$ cat src/rtl/bcpl_pkg.sv
`timescale 1ns / 1ps
// Package for the battery charge lookup: widths, register and chemistry codes,
// per-cell voltage curves and the payload structs passed between pipeline stages.
// No dependencies.
package bcpl_pkg;

    localparam int MV_W         = 16;  // pack voltage in millivolts
    localparam int PCT_W        = 7;   // charge percent
    localparam int CELLS_W      = 4;
    localparam int CHEM_W       = 2;
    localparam int CFG_IDX_W    = 1;
    localparam int CFG_DATA_W   = 4;
    localparam int TABLE_POINTS = 10;
    localparam int PT_W         = 13;  // one per-cell curve point, up to 4200 mV
    localparam int REM_W        = 20;  // 10 * (v - lo) fits in 20 bits
    localparam int QUO_W        = 4;   // fraction 0 .. 10
    localparam int BASE_W       = 8;   // 10 * segment index, before saturation

    localparam logic [BASE_W-1:0] PCT_FULL  = 8'd100;
    localparam logic [BASE_W-1:0] PCT_EMPTY = 8'd0;

    typedef enum logic [CFG_IDX_W-1:0] {
        REG_CELL_COUNT     = 1'b0,
        REG_CELL_CHEMISTRY = 1'b1
    } t_cfg_reg;

    localparam logic [CHEM_W-1:0] CHEM_NONE = 2'd0;
    localparam logic [CHEM_W-1:0] CHEM_LIPO = 2'd1;
    localparam logic [CHEM_W-1:0] CHEM_LFP  = 2'd2;

    localparam logic [PT_W-1:0] LIPO_CURVE [TABLE_POINTS] = '{
        13'd3600, 13'd3700, 13'd3750, 13'd3790, 13'd3830,
        13'd3870, 13'd3920, 13'd3970, 13'd4100, 13'd4200
    };
    localparam logic [PT_W-1:0] LFP_CURVE [TABLE_POINTS] = '{
        13'd3218, 13'd3257, 13'd3272, 13'd3277, 13'd3282,
        13'd3302, 13'd3318, 13'd3322, 13'd3324, 13'd3558
    };

    // Curve points past the end of the table repeat the last point.
    function automatic logic [PT_W-1:0] curve_mv(input logic use_lfp, input int idx);
        int k;
        k = (idx >= TABLE_POINTS) ? TABLE_POINTS - 1 : idx;
        return use_lfp ? LFP_CURVE[k] : LIPO_CURVE[k];
    endfunction

    typedef struct packed {
        logic [MV_W-1:0]   v;
        logic [MV_W-1:0]   lo;
        logic [MV_W-1:0]   hi;
        logic [BASE_W-1:0] base;
        logic              bypass;
    } t_sel;

    typedef struct packed {
        logic [REM_W-1:0]  rem;
        logic [MV_W-1:0]   span;
        logic [QUO_W-1:0]  quo;
        logic [BASE_W-1:0] base;
        logic              bypass;
    } t_div;

endpackage

$ cat src/rtl/bcpl_in_if.sv
`timescale 1ns / 1ps
// Input channel carrying one pack voltage sample per transaction.
// Depends on bcpl_pkg.
interface bcpl_in_if;
    logic                        valid;
    logic                        ready;
    logic [bcpl_pkg::MV_W-1:0]   pack_millivolts;

    modport source (output valid, output pack_millivolts, input ready);
    modport sink   (input valid, input pack_millivolts, output ready);
endinterface

$ cat src/rtl/bcpl_out_if.sv
`timescale 1ns / 1ps
// Output channel carrying one charge estimate per transaction.
// Depends on bcpl_pkg.
interface bcpl_out_if;
    logic                        valid;
    logic                        ready;
    logic [bcpl_pkg::PCT_W-1:0]  charge_percent;

    modport source (output valid, output charge_percent, input ready);
    modport sink   (input valid, input charge_percent, output ready);
endinterface

$ cat src/rtl/bcpl_cfg_if.sv
`timescale 1ns / 1ps
// Configuration write channel: register index and write data.
// Depends on bcpl_pkg.
interface bcpl_cfg_if;
    logic                             valid;
    logic                             ready;
    logic [bcpl_pkg::CFG_IDX_W-1:0]   index;
    logic [bcpl_pkg::CFG_DATA_W-1:0]  data;

    modport source (output valid, output index, output data, input ready);
    modport sink   (input valid, input index, input data, output ready);
endinterface

$ cat src/rtl/bcpl_scale.sv
`timescale 1ns / 1ps
// First pipeline stage: scale the per-cell curve by the cell count.
// Depends on bcpl_pkg.
module bcpl_scale #(
    parameter int CURVE_POINTS = 10
) (
    input  logic                            i_clk,
    input  logic                            i_rst_n,
    input  logic                            i_en,
    input  logic                            i_valid,
    input  logic [bcpl_pkg::MV_W-1:0]       i_mv,
    input  logic [bcpl_pkg::CELLS_W-1:0]    i_cells,
    input  logic [bcpl_pkg::CHEM_W-1:0]     i_chem,
    output logic                            o_valid,
    output logic [bcpl_pkg::MV_W-1:0]       o_mv,
    output logic [bcpl_pkg::MV_W-1:0]       o_pts [CURVE_POINTS],
    output logic                            o_zero
);
    logic                      r_valid;
    logic [bcpl_pkg::MV_W-1:0] r_mv;
    logic [bcpl_pkg::MV_W-1:0] r_pts [CURVE_POINTS];
    logic                      r_zero;
    logic [bcpl_pkg::MV_W-1:0] n_pts [CURVE_POINTS];
    logic                      n_zero;
    logic                      use_lfp;

    assign use_lfp = (i_chem == bcpl_pkg::CHEM_LFP);
    assign n_zero  = (i_cells == '0) || (i_chem == bcpl_pkg::CHEM_NONE);

    always_comb begin
        for (int k = 0; k < CURVE_POINTS; k++) begin
            n_pts[k] = bcpl_pkg::MV_W'(bcpl_pkg::curve_mv(use_lfp, k))
                     * bcpl_pkg::MV_W'(i_cells);
        end
    end

    always_ff @(posedge i_clk) begin
        if (!i_rst_n) begin
            r_valid <= 1'b0;
        end else if (i_en) begin
            r_valid <= i_valid;
        end
    end

    always_ff @(posedge i_clk) begin
        if (i_en) begin
            r_mv   <= i_mv;
            r_pts  <= n_pts;
            r_zero <= n_zero;
        end
    end

    assign o_valid = r_valid;
    assign o_mv    = r_mv;
    assign o_pts   = r_pts;
    assign o_zero  = r_zero;
endmodule

$ cat src/rtl/bcpl_select.sv
`timescale 1ns / 1ps
// Second pipeline stage: locate the curve segment holding the voltage.
// Depends on bcpl_pkg.
module bcpl_select #(
    parameter int CURVE_POINTS = 10
) (
    input  logic                        i_clk,
    input  logic                        i_rst_n,
    input  logic                        i_en,
    input  logic                        i_valid,
    input  logic [bcpl_pkg::MV_W-1:0]   i_mv,
    input  logic [bcpl_pkg::MV_W-1:0]   i_pts [CURVE_POINTS],
    input  logic                        i_zero,
    output logic                        o_valid,
    output bcpl_pkg::t_sel              o_sel
);
    localparam int IDX_W = $clog2(CURVE_POINTS);

    logic              r_valid;
    bcpl_pkg::t_sel    r_sel;
    bcpl_pkg::t_sel    n_sel;
    logic [IDX_W-1:0]  seg;

    always_comb begin
        seg      = IDX_W'(CURVE_POINTS - 1);
        n_sel.v  = i_mv;
        n_sel.lo = i_pts[CURVE_POINTS-2];
        n_sel.hi = i_pts[CURVE_POINTS-1];
        // Highest index first so the lowest matching point wins.
        for (int k = CURVE_POINTS - 1; k >= 1; k--) begin
            if (i_mv <= i_pts[k]) begin
                seg      = IDX_W'(k);
                n_sel.lo = i_pts[k-1];
                n_sel.hi = i_pts[k];
            end
        end
        n_sel.base   = (bcpl_pkg::BASE_W'(seg) << 3) + (bcpl_pkg::BASE_W'(seg) << 1);
        n_sel.bypass = 1'b0;
        if (i_zero || (i_mv < i_pts[0])) begin
            n_sel.base   = bcpl_pkg::PCT_EMPTY;
            n_sel.bypass = 1'b1;
        end else if (i_mv >= i_pts[CURVE_POINTS-1]) begin
            n_sel.base   = bcpl_pkg::PCT_FULL;
            n_sel.bypass = 1'b1;
        end
    end

    always_ff @(posedge i_clk) begin
        if (!i_rst_n) begin
            r_valid <= 1'b0;
        end else if (i_en) begin
            r_valid <= i_valid;
        end
    end

    always_ff @(posedge i_clk) begin
        if (i_en) begin
            r_sel <= n_sel;
        end
    end

    assign o_valid = r_valid;
    assign o_sel   = r_sel;
endmodule

$ cat src/rtl/bcpl_divstage.sv
`timescale 1ns / 1ps
// Restoring divider stage: resolve two quotient bits, FIRST_BIT and the one below.
// Depends on bcpl_pkg.
module bcpl_divstage #(
    parameter int FIRST_BIT = 3
) (
    input  logic            i_clk,
    input  logic            i_rst_n,
    input  logic            i_en,
    input  logic            i_valid,
    input  bcpl_pkg::t_div  i_div,
    output logic            o_valid,
    output bcpl_pkg::t_div  o_div
);
    logic            r_valid;
    bcpl_pkg::t_div  r_div;
    bcpl_pkg::t_div  n_div;
    logic [bcpl_pkg::REM_W-1:0] trial;

    always_comb begin
        n_div = i_div;
        trial = '0;
        for (int s = 0; s < 2; s++) begin
            trial = bcpl_pkg::REM_W'(i_div.span) << (FIRST_BIT - s);
            if (n_div.rem >= trial) begin
                n_div.rem                = n_div.rem - trial;
                n_div.quo[FIRST_BIT - s] = 1'b1;
            end
        end
    end

    always_ff @(posedge i_clk) begin
        if (!i_rst_n) begin
            r_valid <= 1'b0;
        end else if (i_en) begin
            r_valid <= i_valid;
        end
    end

    always_ff @(posedge i_clk) begin
        if (i_en) begin
            r_div <= n_div;
        end
    end

    assign o_valid = r_valid;
    assign o_div   = r_div;
endmodule

$ cat src/rtl/battery_charge_percent_lookup.sv
`timescale 1ns / 1ps
// Top level of the battery charge lookup: config registers, pipeline and output stage.
// Depends on bcpl_pkg, the channel interfaces, bcpl_scale, bcpl_select, bcpl_divstage.
//
//  Channel   Direction  Payload                    Meaning
//  i_pack    in         pack_millivolts [15:0]     pack voltage sample, mV
//  o_charge  out        charge_percent [6:0]       charge estimate, 0 .. 100
//  i_cfg     in         index [0], data [3:0]      0: cell count, 1: chemistry
//
// One transaction enters per cycle while the input is ready; each passes to the output
// register through curve scaling, segment search, span/numerator, then two divider
// stages of two quotient bits each; the output register adds the fraction and saturates.
// Reset clears the stage valid bits and both config registers; there is no clearing pass.
// Each stage advances when it is empty or the stage after it advances, so bubbles
// collapse under a stall and the input keeps accepting while any stage has room.
module battery_charge_percent_lookup #(
    parameter int CURVE_POINTS = 10
) (
    input  logic         i_clk,
    input  logic         i_rst_n,
    bcpl_in_if.sink      i_pack,
    bcpl_out_if.source   o_charge,
    bcpl_cfg_if.sink     i_cfg
);
    // Configuration registers.
    logic [bcpl_pkg::CELLS_W-1:0] r_cell_count;
    logic [bcpl_pkg::CHEM_W-1:0]  r_cell_chemistry;

    // Stage enables, from the output back to the input.
    logic en_s1, en_s2, en_s3, en_s4, en_s5;

    logic                      s1_valid;
    logic [bcpl_pkg::MV_W-1:0] s1_mv;
    logic [bcpl_pkg::MV_W-1:0] s1_pts [CURVE_POINTS];
    logic                      s1_zero;

    logic                      s2_valid;
    bcpl_pkg::t_sel            s2_sel;

    logic                      r_s3_valid;
    bcpl_pkg::t_div            r_s3_div;
    bcpl_pkg::t_div            n_s3_div;

    logic                      s4_valid;
    bcpl_pkg::t_div            s4_div;
    logic                      s5_valid;
    bcpl_pkg::t_div            s5_div;

    logic                      r_out_valid;
    logic [bcpl_pkg::PCT_W-1:0] r_out_pct;
    logic [bcpl_pkg::BASE_W-1:0] n_sum;
    logic [bcpl_pkg::PCT_W-1:0] n_out_pct;

    // Config writes are always taken; write data is masked to the register width.
    assign i_cfg.ready = 1'b1;

    always_ff @(posedge i_clk) begin
        if (!i_rst_n) begin
            r_cell_count     <= '0;
            r_cell_chemistry <= bcpl_pkg::CHEM_NONE;
        end else if (i_cfg.valid) begin
            unique case (bcpl_pkg::t_cfg_reg'(i_cfg.index))
                bcpl_pkg::REG_CELL_COUNT: begin
                    r_cell_count <= i_cfg.data[bcpl_pkg::CELLS_W-1:0];
                end
                bcpl_pkg::REG_CELL_CHEMISTRY: begin
                    r_cell_chemistry <= i_cfg.data[bcpl_pkg::CHEM_W-1:0];
                end
            endcase
        end
    end

    // Handshake: each stage loads when empty or when its successor loads.
    assign en_s5 = !r_out_valid || o_charge.ready;
    assign en_s4 = !s5_valid    || en_s5;
    assign en_s3 = !s4_valid    || en_s4;
    assign en_s2 = !r_s3_valid  || en_s3;
    assign en_s1 = !s2_valid    || en_s2;
    assign i_pack.ready = !s1_valid || en_s1;

    // Stage 1: scale the curve by the cell count.
    bcpl_scale #(
        .CURVE_POINTS (CURVE_POINTS)
    ) u_scale (
        .i_clk   (i_clk),
        .i_rst_n (i_rst_n),
        .i_en    (i_pack.ready),
        .i_valid (i_pack.valid),
        .i_mv    (i_pack.pack_millivolts),
        .i_cells (r_cell_count),
        .i_chem  (r_cell_chemistry),
        .o_valid (s1_valid),
        .o_mv    (s1_mv),
        .o_pts   (s1_pts),
        .o_zero  (s1_zero)
    );

    // Stage 2: pick the segment, or decide empty / full outright.
    bcpl_select #(
        .CURVE_POINTS (CURVE_POINTS)
    ) u_select (
        .i_clk   (i_clk),
        .i_rst_n (i_rst_n),
        .i_en    (en_s1),
        .i_valid (s1_valid),
        .i_mv    (s1_mv),
        .i_pts   (s1_pts),
        .i_zero  (s1_zero),
        .o_valid (s2_valid),
        .o_sel   (s2_sel)
    );

    // Stage 3: numerator 10 * (v - lo) and segment span. A flat segment
    // contributes no fraction, so bypass the divider for it.
    always_comb begin
        n_s3_div.rem    = (bcpl_pkg::REM_W'(s2_sel.v - s2_sel.lo) << 3)
                        + (bcpl_pkg::REM_W'(s2_sel.v - s2_sel.lo) << 1);
        n_s3_div.span   = s2_sel.hi - s2_sel.lo;
        n_s3_div.quo    = '0;
        n_s3_div.base   = s2_sel.base;
        n_s3_div.bypass = s2_sel.bypass || (s2_sel.hi == s2_sel.lo);
    end

    always_ff @(posedge i_clk) begin
        if (!i_rst_n) begin
            r_s3_valid <= 1'b0;
        end else if (en_s2) begin
            r_s3_valid <= s2_valid;
        end
    end

    always_ff @(posedge i_clk) begin
        if (en_s2) begin
            r_s3_div <= n_s3_div;
        end
    end

    // Stages 4 and 5: quotient bits 3..2, then 1..0.
    bcpl_divstage #(
        .FIRST_BIT (3)
    ) u_div_hi (
        .i_clk   (i_clk),
        .i_rst_n (i_rst_n),
        .i_en    (en_s3),
        .i_valid (r_s3_valid),
        .i_div   (r_s3_div),
        .o_valid (s4_valid),
        .o_div   (s4_div)
    );

    bcpl_divstage #(
        .FIRST_BIT (1)
    ) u_div_lo (
        .i_clk   (i_clk),
        .i_rst_n (i_rst_n),
        .i_en    (en_s4),
        .i_valid (s4_valid),
        .i_div   (s4_div),
        .o_valid (s5_valid),
        .o_div   (s5_div)
    );

    // Output register: add the fraction to the segment base and clamp at full.
    always_comb begin
        n_sum = s5_div.bypass ? s5_div.base
                              : s5_div.base + bcpl_pkg::BASE_W'(s5_div.quo);
        n_out_pct = (n_sum > bcpl_pkg::PCT_FULL) ? bcpl_pkg::PCT_W'(bcpl_pkg::PCT_FULL)
                                                 : n_sum[bcpl_pkg::PCT_W-1:0];
    end

    always_ff @(posedge i_clk) begin
        if (!i_rst_n) begin
            r_out_valid <= 1'b0;
        end else if (en_s5) begin
            r_out_valid <= s5_valid;
        end
    end

    always_ff @(posedge i_clk) begin
        if (en_s5) begin
            r_out_pct <= n_out_pct;
        end
    end

    assign o_charge.valid          = r_out_valid;
    assign o_charge.charge_percent = r_out_pct;

    // Result never exceeds full charge.
    a_pct_range: assert property (@(posedge i_clk) disable iff (!i_rst_n)
        o_charge.valid |-> (o_charge.charge_percent <= bcpl_pkg::PCT_W'(bcpl_pkg::PCT_FULL)))
        else $error("charge_percent above 100");

    // Input back-pressure only when every stage holds a transaction and the output stalls.
    a_full_stall: assert property (@(posedge i_clk) disable iff (!i_rst_n)
        !i_pack.ready |-> (s1_valid && s2_valid && r_s3_valid && s4_valid && s5_valid
                           && r_out_valid && !o_charge.ready))
        else $error("input stalled while pipeline has room");

    // Reset empties the pipeline.
    a_reset_empty: assert property (@(posedge i_clk)
        $past(!i_rst_n) |-> (!o_charge.valid && !s1_valid && !r_s3_valid))
        else $error("pipeline not empty after reset");

    // A flat or decided segment carries a zero quotient out of stage 3.
    a_bypass_quo: assert property (@(posedge i_clk) disable iff (!i_rst_n)
        (r_s3_valid && r_s3_div.bypass) |-> (r_s3_div.quo == '0))
        else $error("bypassed transaction carries a quotient");
endmodule
$ cat src/flat_wrapper.sv
// flat-port wrapper written by rule: the top's interface ports become plain ports
module battery_charge_percent_lookup_flat 
#(
    parameter int CURVE_POINTS = 10
)
  (i_clk, i_rst_n, i_pack_valid, i_pack_pack_millivolts, i_pack_ready, o_charge_valid, o_charge_charge_percent, o_charge_ready, i_cfg_valid, i_cfg_index, i_cfg_data, i_cfg_ready);
  bcpl_in_if i_pack_i ();
  bcpl_out_if o_charge_i ();
  bcpl_cfg_if i_cfg_i ();
  input  logic i_clk;
  input  logic i_rst_n;
  input wire logic [$bits(i_pack_i.valid)-1:0] i_pack_valid;
  input wire logic [$bits(i_pack_i.pack_millivolts)-1:0] i_pack_pack_millivolts;
  output wire logic [$bits(i_pack_i.ready)-1:0] i_pack_ready;
  output wire logic [$bits(o_charge_i.valid)-1:0] o_charge_valid;
  output wire logic [$bits(o_charge_i.charge_percent)-1:0] o_charge_charge_percent;
  input wire logic [$bits(o_charge_i.ready)-1:0] o_charge_ready;
  input wire logic [$bits(i_cfg_i.valid)-1:0] i_cfg_valid;
  input wire logic [$bits(i_cfg_i.index)-1:0] i_cfg_index;
  input wire logic [$bits(i_cfg_i.data)-1:0] i_cfg_data;
  output wire logic [$bits(i_cfg_i.ready)-1:0] i_cfg_ready;
  assign i_pack_i.valid = i_pack_valid;
  assign i_pack_i.pack_millivolts = i_pack_pack_millivolts;
  assign i_pack_ready = i_pack_i.ready;
  assign o_charge_valid = o_charge_i.valid;
  assign o_charge_charge_percent = o_charge_i.charge_percent;
  assign o_charge_i.ready = o_charge_ready;
  assign i_cfg_i.valid = i_cfg_valid;
  assign i_cfg_i.index = i_cfg_index;
  assign i_cfg_i.data = i_cfg_data;
  assign i_cfg_ready = i_cfg_i.ready;
  battery_charge_percent_lookup #(.CURVE_POINTS(CURVE_POINTS)) u_core (.i_clk(i_clk), .i_rst_n(i_rst_n), .i_pack(i_pack_i), .o_charge(o_charge_i), .i_cfg(i_cfg_i));
endmodule
$ cat config.mk
export PLATFORM = sky130hd
export DESIGN_NAME = battery_charge_percent_lookup_flat
export DESIGN_NICKNAME = d
export VERILOG_FILES = /design/src/rtl/bcpl_pkg.sv /design/src/rtl/bcpl_in_if.sv /design/src/rtl/bcpl_out_if.sv /design/src/rtl/bcpl_cfg_if.sv /design/src/rtl/bcpl_scale.sv /design/src/rtl/bcpl_select.sv /design/src/rtl/bcpl_divstage.sv /design/src/rtl/battery_charge_percent_lookup.sv /design/src/flat_wrapper.sv
export SDC_FILE = /design/constraint.sdc
export NUM_CORES = 1
export LEC_CHECK = 0
export BUFFER_PORTS_ARGS = -buffer_cell sky130_fd_sc_hd__buf_2
export CORE_MARGIN = 4
export CORE_UTILIZATION = 45
export DETAILED_ROUTE_END_ITERATION = 8
export PLACE_DENSITY = 0.58
export SYNTH_ARGS = -nofsm -noshare
export SYNTH_HDL_FRONTEND = slang
export SYNTH_SLANG_ARGS = --single-unit
$ cat constraint.sdc
create_clock -name i_clk -period 17.4 [get_ports i_clk]
set_input_delay 2.61 -clock i_clk [delete_from_list [all_inputs] [get_ports i_clk]]
set_output_delay 2.61 -clock i_clk [all_outputs]
set_load 0.02 [all_outputs]
### Word-level counts from Yosys, hierarchy flattened

Cells that the tools add are included.

* bits of input ports: 26
* logic and storage cells: 129
* output and inout bits: 10
* flip-flop bits (word level): 358

* eq/ne operators: 2
* muxes and demuxes: 31
* add/sub/neg operators: 8
* bitwise operators: 1
* reductions and logical operators: 20
* $mul: 10
* $lt $le $gt $ge: 15

Operators with widths (count)
* 2-to-1 mux 32 bit: 8
* less-or-equal comparator 16 bit: 8
* multiplier 12 x 4 -> 16 bit: 8
* 2-to-1 mux 10 bit: 8
* 2-to-1 mux 20 bit: 3
* multiplier 13 x 4 -> 16 bit: 2
* 2-to-1 mux 4 bit: 7
* 2-to-1 mux 13 bit: 2
* adder 20 bit: 1
* greater-or-equal comparator 20 x 16 -> 1 bit: 1
* greater-or-equal comparator 20 x 17 -> 1 bit: 1
* greater-or-equal comparator 20 x 18 -> 1 bit: 1
* greater-or-equal comparator 20 x 19 -> 1 bit: 1
* subtractor 20 x 17 -> 20 bit: 1
* subtractor 20 x 18 -> 20 bit: 1
* subtractor 20 x 19 -> 20 bit: 1
* subtractor 16 x 16 -> 17 bit: 1
* equality test 16 bit: 1
* greater-or-equal comparator 16 bit: 1
* < comparator 16 bit: 1
* 2-to-1 mux 8 bit: 2
* subtractor 16 bit: 1
* logical OR 1 bit: 9
* adder 7 x 5 -> 8 bit: 1
* other kinds (10): 16

### Depth between registers and ports, before layout

Gate-level depths: netlist (run 1).

* depth in word-level cells: 11
* depth in mapped cells: 23
* depth with buffers taken out: 21

### Hierarchy

A second synthesis (run 1) with hierarchy kept.

* cell total of the unflattened synthesis: 3272
* area, all modules: 32223.4 µm²

Modules (own cells, without submodules)
* bcpl_scale: area an instance 11890.2 µm², seq. area each 4794.6 µm², cells each 1061, times used 1
* bcpl_select: area an instance 8529.4 µm², seq. area each 1701.6 µm², cells each 1061, times used 1
* battery_charge_percent_lookup: area an instance 4438.0 µm², seq. area each 1691.6 µm², cells each 455, times used 1
* bcpl_divstage (u_core.u_div_lo): area an instance 3787.4 µm², seq. area each 1491.4 µm², cells each 356, times used 1
* bcpl_divstage (u_core.u_div_hi): area an instance 3578.4 µm², seq. area each 1491.4 µm², cells each 339, times used 1

### Worst setup path after synthesis (run 1)

OpenSTA, ideal clock, no wires.

* path kind: input-to-output
* start: input port o_charge_ready
* end: output port i_pack_ready
* cell stages on the path: 4
* path buffers: 0
* data arrival time: 6.920 ns
* setup slack: 7.870 ns
* data required time: 14.790 ns
* cell sequence: nor2b_1 -> and3_1 -> and2_1 -> nand3_1

* longest elaborated chain between the ends: 6

RTL lines
* from (decl): line flat_wrapper.sv:17 `input wire logic [$bits(o_charge_i.ready)-1:0] o_charge_ready;`
* logical OR 1 bit: line battery_charge_percent_lookup.sv:74 `assign en_s5 = !r_out_valid || o_charge.ready;`
* logical OR 1 bit: line battery_charge_percent_lookup.sv:75 `assign en_s4 = !s5_valid || en_s5;`
* logical OR 1 bit: line battery_charge_percent_lookup.sv:76 `assign en_s3 = !s4_valid || en_s4;`
* logical OR 1 bit: line battery_charge_percent_lookup.sv:77 `assign en_s2 = !r_s3_valid || en_s3;`
* logical OR 1 bit: line battery_charge_percent_lookup.sv:78 `assign en_s1 = !s2_valid || en_s2;`
* logical OR 1 bit: line battery_charge_percent_lookup.sv:79 `assign i_pack.ready = !s1_valid || en_s1;`
* to (decl): line flat_wrapper.sv:14 `output wire logic [$bits(i_pack_i.ready)-1:0] i_pack_ready;`

Every way passes these cells.

### Worst setup path after layout (run 1)

Same ends and word-level chain as after synthesis.

==> results of run 1 <==
## area by class of cell
type | count | area [um2]
Clock buffer | 47 | 1101
Clock inverter | 26 | 300.3
Fill cell | 5692 | 31150
Inverter | 375 | 1408
Multi-Input combinational cell | 2030 | 16750
Sequential cell | 334 | 9910
Tap cell | 837 | 1047
Timing Repair Buffer | 63 | 387.9
## layer usage
layer	global-route usage [%]	vias up	part of all wire, %
li1	-	10230	-
met1	29.42	10350	40
met2	44.96	625	50
met3	2.316	206	3.9
met4	14.44	0	6.7
met5	0	-	0
## cell families (layout without fill, tap and decap cells)
logic type               count (synthesis)  after routing  share of synthesized area [%]
AND/OR/NAND/NOR                        592            592                          10.18
multiplexers                            44             44                          1.599
adder cells (fa/ha/maj)                496            496                          24.17
other                                    2             13                        0.02651
XOR/XNOR                               178            178                          5.504
flip-flops                             334            334                          34.99
buffers and inverters                  449            511                          6.228
AO/OA/AOI/OAI                          707            707                          17.31
## path summary, 6_finish.rpt
check	from	end	depth (start not counted)
setup / recovery	o_charge_ready	i_pack_ready	6
setup reg to reg	u_core.r_s3_div[20]	u_core.u_div_hi.o_div[45]	21
hold / removal	u_core.u_div_hi.o_div[0]	u_core.u_div_lo.o_div[0]	0
hold reg to reg	u_core.u_div_hi.o_div[0]	u_core.u_div_lo.o_div[0]	0
## power breakdown
group / leakage [nW] / total (mW) / internal (mW) / switching, mW
combinational: 9.69 / 2.85 / 1.19 / 1.66
clock: 0.677 / 0.887 / 0.543 / 0.343
sequential: 3.73 / 1.28 / 1.16 / 0.115
total: 14.1 / 5.02 / 2.90 / 2.12
## flip-flops by register name, summed over array words and instances, names as in the netlist
register	cells
u_core.o_charge.charge_percent	7
u_core.o_charge.valid	1
u_core.r_cell_chemistry	2
u_core.r_cell_count	4
u_core.r_s3_div	43
u_core.r_s3_valid	1
u_core.u_div_hi.o_div	45
u_core.u_div_hi.o_valid	1
u_core.u_div_lo.o_div	12
u_core.u_div_lo.o_valid	1
u_core.u_scale.o_mv	16
u_core.u_scale.o_pts	142
u_core.u_scale.o_valid	1
u_core.u_scale.o_zero	1
u_core.u_select.o_sel	56
u_core.u_select.o_valid	1
## synth_stat cells (40+ instances only)
library cell and number:
xor2_1 60, nor2_1 202, nand2_1 121, edfxtp_1 322, xnor2_1 118, clkbuf_1 48, a21oi_1 158, a21o_1 64
nand3_1 54, a31oi_1 40, o21ai_0 78, ha_1 408, inv_1 374, fa_1 86
==> results.toml, run 1 <==
[clocking]
cts_root_buf = "clkbuf_16"
clock_path_buffers = 3
clk_latency_ps = 570
cts_tree = "yes"
post_cts_buffers = 0
cts_max_level = 2
cts_buffers = 41
cts_resized = 0
postCtsHoldBufs = 0
cts.clk_slew.worst_paths_ps = 60
clkSinkCount = 334

[grt]
grt_usage_pct = 25.10
grt_overflow = 0
grt_max_degree = 81
grt_pass1_vias = 22190
antenna_found_initial = 0
grt_pass1_wl_um = 128600

[critical_path]
worstPathMaxFanout = 35
crit_path_start_kind = "primary input"
crit_family = "simple AND/OR/NAND/NOR gates"
path_buf_inv = 2
worstSetupPathType = "in2out"
crit_required_ps = 14790
cp_slowest_stage_delay_ps = 440
critPathCaptureType = "output port"
worstPathArrival_ps = 4320
ff2ff_setup_slack_ps = 11720
crit_chain = "buf_2, nor2b_1, and3_1, and2_1, nand3_4, buf_2"
cp_slowest_cell = "nand3_4"
cpMostUsedCell = "buf_2"

[power_and_ir_drop]
p_leak_nw = 14.10
power_density_nw_per_um2 = 162.3
vdd_drop_max_mv = 0.1115
p_total_mw = 5.017

[synthesis]
synth_warnings = 0
seq_area_frac_synth_pct = 34.99
ys_types = 94
synth-edff-count = 322
postSynthAreaPerCell_um2 = 10.11
postSynth.asyncResetShare_pct = 0
syn_area_um2 = 28320
synthFlopType = "edfxtp_1"
yosys.area.top_type = "edfxtp_1"
postSynthCellCount = 2802
ys_ff_latch = 334
synth_area_leaders = "edfxtp_1, ha_1, fa_1"
synth_top_area_share_pct = 34.14

[placed_design]
io_buffers = 34
dp_hpwl_um = 67450
place_area_um2 = 29500
globalplace.congestion = 0.9473
place_ws_ps = 10460
dp_cells = 3639

[finish]
final_cell_mix = "ha_1, inv_1, edfxtp_1"
nNetsFinal = 3365
final_util_pct = 49.80
fin_area_um2 = 30900
instances_no_fill = 3712
final_common_cell = "ha_1"
syn_to_final_growth_pct = 9.095
diodes = 0
drive_gt1_share_pct = 6.400

[route]
num_vias = 21410
wl_per_cell_um = 22.71
antenna_left = 0
dr.pass1.iters = 8
viasPerCell = 5.768
drtIter0Drc = 1447
post-route-drc-count = 0
routed_wirelength_um = 84310

[sta]
setup_violations = 0
max_slew_margin_pct = 16.59
fmax_ghz = 0.1442
finClkSkew_ps = 23.75
period_needed_ps = 6934
grt_setup_unrepaired = "false"
finalCritPeriodShare_pct = 39.85
holdWs_ps = 415.5
hold_viol_final = 0
fin_tns_setup_ps = 0
tightest_slew_ps = 1251
slew_viol_final = 0
fin_ws_ps = 10470

[die]
core-area_um2 = 62050
initial_utilization_pct = 45.65
core.rowCount = 91
die_area_um2 = 67020
die_h_um = 258.9
io_pins = 36
dieWidth_um = 258.9

[job]
maxCapViolCount = 0

[outcome]
status = "complete, no violations"

[worst_hold_path]
hold_path_class = "reg2reg"
Power figures use the tool's default switching activity.
==> run 2, diff against run 1 <==
PLACE_DENSITY = 0.6   (was 0.58)
clock period = 6.3 ns   (was 17.4 ns; I/O delays follow)
==> results.toml, run 2 (synthesized netlist as in run 1, its figures left out) <==
[route]
num_vias = 21460
wl_met2_um = 42860
antenna_left = 0
drtIter0Drc = 1589
viasPerCell = 5.751
routed_wirelength_um = 86230
dr.pass1.iters = 9
top_layer = "met4"
wl_met3_um = 3545
post-route-drc-count = 4
wl_met1_um = 34830
wl_per_cell_um = 23.11

[finish]
nNetsFinal = 3383
largest_reg_flops = 142
syn_to_final_growth_pct = 9.798
diodes = 0
final_cell_mix = "ha_1, inv_1, edfxtp_1"
final_common_cell = "ha_1"
instances_no_fill = 3732
drive_gt1_share_pct = 6.908

[sta]
tightest_slew_ps = 1250
hold_viol_final = 0
max_slew_margin_pct = 16.59
period_needed_ps = 5477
setup_violations = 0
fin_tns_setup_ps = 0
holdWs_ps = 414.8
fmax_ghz = 0.1826
finalCritPeriodShare_pct = 86.93
slew_viol_final = 0
finClkSkew_ps = 31.83
grt_setup_unrepaired = "false"

[clocking]
cts_resized = 0
cts_tree = "yes"
post_cts_buffers = 0
clk_latency_ps = 600
cts_root_buf = "clkbuf_16"
clkSinkCount = 334
postCtsHoldBufs = 0
cts.clk_slew.worst_paths_ps = 60
clock_path_buffers = 3
cts_max_level = 2
cts_buffers = 41

[die]
dieWidth_um = 258.9
die_h_um = 258.9
initial_utilization_pct = 45.65
die_area_um2 = 67020
io_pins = 36
core-area_um2 = 62050
core.rowCount = 91

[placed_design]
io_buffers = 34
globalplace.congestion = 0.9856
dp_cells = 3657
dp_hpwl_um = 69970

[job]
maxCapViolCount = 0

[critical_path]
crit_chain = "o21ai_0, inv_1, fa_1, inv_1, fa_1, inv_1, fa_1, a21o_1, a21oi_1, o21bai_1, a21oi_1, nor2b_1, o2111ai_1, nand3_1, o41ai_1, xnor2_1"
cp_slowest_cell = "dfxtp_1"
crit_required_ps = 6610
critPathCaptureType = "flip-flop"
cp_slowest_stage_delay_ps = 930
crit_family = "compound AO/OA/AOI/OAI gates"
worstPathMaxFanout = 12
crit_path_start_kind = "flip-flop"
worstSetupPathType = "reg2reg"
path_buf_inv = 3
worstPathArrival_ps = 5790

[grt]
grt_pass1_wl_um = 131200
grt_max_degree = 153
grt_overflow = 0
grt_usage_pct = 25.68
antenna_found_initial = 2
grt_pass1_vias = 22170

[power_and_ir_drop]
vdd_drop_max_mv = 0.2937
p_leak_nw = 14.22
power_density_nw_per_um2 = 451.0
p_total_mw = 14.03

[outcome]
status = "finished, violations left"
violations = "DRC"

[worst_hold_path]
hold_path_class = "reg2reg"
-- run 2: changes by cell type in the layout (fill, tap and decap cells not counted), sizes merged --
cell	change
buf	+18
clkinv	+5
clkinvlp	-5
inv	+5
clkbuf	-4
bufinv	+1
-- run 2: cell type report --
| type | count | area (um2) |
|---|---|---|
| fill | 5696 | 30950 |
| multi-input combinational | 2030 | 16750 |
| sequential | 334 | 9910 |
| inverter | 375 | 1408 |
| tap | 837 | 1047 |
| clock buffer | 43 | 1033 |
| timing repair buffer | 81 | 535.5 |
| clock inverter | 32 | 412.9 |
-- run 2: layer usage --
layer / vias to the layer above / track usage (%)
met1: 10410 / 31.00
li1: 10280 / -
met4: 0 / 12.40
met5: - / 0
met3: 211 / 2.560
met2: 565 / 45.97
-- run 2: final timing paths --
kind	from	endpoint	slack, ps	depth (start not counted)
max	u_core.r_cell_count[1]	u_core.u_scale.o_pts[79]	820	16
min	u_core.u_div_hi.o_div[4]	u_core.u_div_lo.o_div[4]	410	0
max reg2reg	u_core.r_cell_count[1]	u_core.u_scale.o_pts[79]	820	16
min reg2reg	u_core.u_div_hi.o_div[4]	u_core.u_div_lo.o_div[4]	410	0
-- run 2: worst reg2reg max path: stages, from the launching register on --
cell,delay [ps]
dfxtp_1,930
o21ai_0,390
inv_1,570
fa_1,450
inv_1,110
fa_1,480
inv_1,70
fa_1,460
a21o_1,180
a21oi_1,220
o21bai_1,100
a21oi_1,230
nor2b_1,100
o2111ai_1,200
nand3_1,160
o41ai_1,460
xnor2_1,120
-- run 2: through the flow --
stage | util [%] | instance area (um2) | setup slack, ps
floorplan | - | 28370 | 1388
global placement | 47.79 | 29650 | 823.6
detailed placement | 47.79 | 29650 | 803.3
CTS | 50.12 | 31100 | 786.7
global route | 50.12 | 31100 | 458.4
finish | 50.12 | 31100 | 823.3
-- run 2: power breakdown --
| part | internal, mW | switching (mW) | total [mW] |
|---|---|---|---|
| logic | 3.31 | 4.67 | 7.98 |
| registers | 3.21 | 0.309 | 3.52 |
| clock network | 1.51 | 1.02 | 2.53 |
==> run 3, diff against run 2 <==
CORE_UTILIZATION = 33   (was 45)
PLACE_DENSITY = 0.47   (was 0.6)
==> results.toml, run 3 (synthesized netlist as in run 1, its figures left out) <==
[die]
core.rowCount = 107
dieWidth_um = 301.0
core-area_um2 = 85150
io_pins = 36
die_h_um = 301.0
initial_utilization_pct = 33.27
die_area_um2 = 90580

[sta]
period_needed_ps = 5234
grt_setup_unrepaired = "false"
finalCritPeriodShare_pct = 83.08
max_slew_margin_pct = 35.42
setup_violations = 0
hold_viol_final = 0
slew_viol_final = 0
tightest_slew_ps = 968.7
finClkSkew_ps = 21.92
fmax_ghz = 0.1911
fin_tns_setup_ps = 0

[worst_hold_path]
hp-start = "u_core.r_s3_div[5]"
hold_path_class = "reg2reg"
holdPathEnd = "u_core.u_div_hi.o_div[5]"
min_delay_path_depth = 0

[finish]
nNetsFinal = 3390
num-fill-cells = 8540
final_cell_mix = "ha_1, inv_1, edfxtp_1"
drive_gt1_share_pct = 7.298
syn_to_final_growth_pct = 11.83
instances_no_fill = 4051
largest_reg_flops = 142
final_common_cell = "ha_1"

[power_and_ir_drop]
power_density_nw_per_um2 = 450.5
power_frac_clock_pct = 19.3
power_frac_comb_pct = 55.8
vdd_drop_max_mv = 0.3491
p_leak_nw = 14.31
netSwitchingFraction_pct = 42.25
power.switching_mw = 6.029
power_frac_seq_pct = 24.9
internal_power_mw = 8.240

[route]
wl_per_cell_um = 22.42
dr.pass1.iters = 8
drtIter0Drc = 1374
post-route-drc-count = 0
routed_wirelength_um = 90820
num_vias = 21480
antenna_left = 0
viasPerCell = 5.303

[grt]
grt_pass1_vias = 22030
grt_util_met2_pct = 35.12
grt_overflow = 0
met3_usage_pct = 1.839
grt-busiest-layer = "met2"
grt_max_degree = 137
grt_pass1_wl_um = 136100
grt_usage_pct = 19.93
antenna_found_initial = 2
use_met1_pct = 24.69

[critical_path]
cp_slowest_stage_delay_ps = 460
critPathCaptureType = "flip-flop"
crit_path_start_kind = "flip-flop"
reg2reg_to = "u_core.u_div_hi.o_div[34]"
cpMostUsedCell = "a21oi_1"
worstPathMaxFanout = 29
crit_required_ps = 6630
worstRegToRegCells = 20
ff2ff_setup_slack_ps = 1070
cp_slowest_cell = "o41ai_2"
worstSetupPathType = "reg2reg"
crit_chain = "inv_1, ha_1, a21oi_1, a21oi_1, o41ai_2, a31o_1, a21o_1, buf_4, nor2_1, nor2_1, ha_1, a211o_1, a21oi_1, a2bb2oi_1, a31oi_1, o22ai_1, a21boi_1, o211ai_1, buf_4, mux2_1"
r2r-start = "u_core.r_s3_div[15]"
worstPathArrival_ps = 5560

[clocking]
cts_tree = "yes"
cts_resized = 0
cts_root_buf = "clkbuf_16"
clock_path_buffers = 3
cts_max_level = 2
clkSinkCount = 334
clk_latency_ps = 590
cts.clk_slew.worst_paths_ps = 60
post_cts_buffers = 0
postCtsHoldBufs = 0
cts_buffers = 43

[outcome]
status = "complete, no violations"

[job]
maxCapViolCount = 0

[placed_design]
dp_cells = 3969
dp_hpwl_um = 73890
io_buffers = 34
globalplace.congestion = 0.9472
-- run 3: layer usage --
layer	vias up	wire length, um
li1	10300	-
met1	10410	38680
met2	580	44480
met3	192	3137
met4	0	4518
met5	-	0
-- run 3: layout make-up --
class / count / area (um2) / area share, %
Antenna cell: 2 / 5.005 / 0.01580
Timing Repair Buffer: 86 / 573.1 / 1.809
Tap cell: 1144 / 1431 / 4.519
Sequential cell: 334 / 9910 / 31.29
Multi-Input combinational cell: 2030 / 16750 / 52.89
Clock inverter: 29 / 457.9 / 1.446
Inverter: 375 / 1408 / 4.444
Clock buffer: 51 / 1136 / 3.587
-- run 3: worst max path at each step --
stage / from / end / slack (ps) / cells after the start
final: u_core.r_s3_div[15] / u_core.u_div_hi.o_div[34] / 1070 / 20
after global routing: u_core.r_s3_div[32] / u_core.u_div_hi.o_div[32] / 690 / 20
after CTS: u_core.u_div_hi.o_div[14] / u_core.u_div_lo.o_div[9] / 1070 / 17
after detailed placement: u_core.u_div_hi.o_div[14] / u_core.u_div_lo.o_div[9] / 1090 / 17
after global placement: u_core.r_s3_div[32] / u_core.u_div_hi.o_div[32] / 1100 / 20
after floorplan: o_charge_ready / u_core.u_scale.o_mv[0] / 1390 / 4
-- run 3: critical path, delay by kind of cell (launching register included) --
| family | cells | cell delay, ps |
|---|---|---|
| AND/OR/NAND/NOR | 2 | 220 |
| buffers and inverters | 3 | 590 |
| AO/OA/AOI/OAI | 12 | 2800 |
| multiplexers | 1 | 340 |
| adder cells (fa/ha/maj) | 2 | 620 |
| flip-flops | 1 | 380 |
-- run 3: metrics by stage --
stage	instance area [um2]	setup slack (ps)	power, mW	hold WS, ps	util, %
6_report	31670	1066	14.27	418.8	37.20
5_1_grt	31670	687.4	15.49	429.8	37.19
4_1_cts	31670	1067	14.33	418.5	37.19
3_5_place_dp	30080	1085	11.46	404.5	35.32
3_3_place_gp	30080	1099	11.37	409.6	35.32
2_1_floorplan	28370	1388	9.541	400.3	-
-- run 3: power by group through the flow --
stage,registers (mW),clock network (mW),logic (mW)
3_5_place_dp,3.59,0,7.86
5_1_grt,3.59,2.94,8.95
3_3_place_gp,3.59,0,7.78
4_1_cts,3.55,2.85,7.93
6_report,3.55,2.75,7.96
2_1_floorplan,3.41,0,6.13
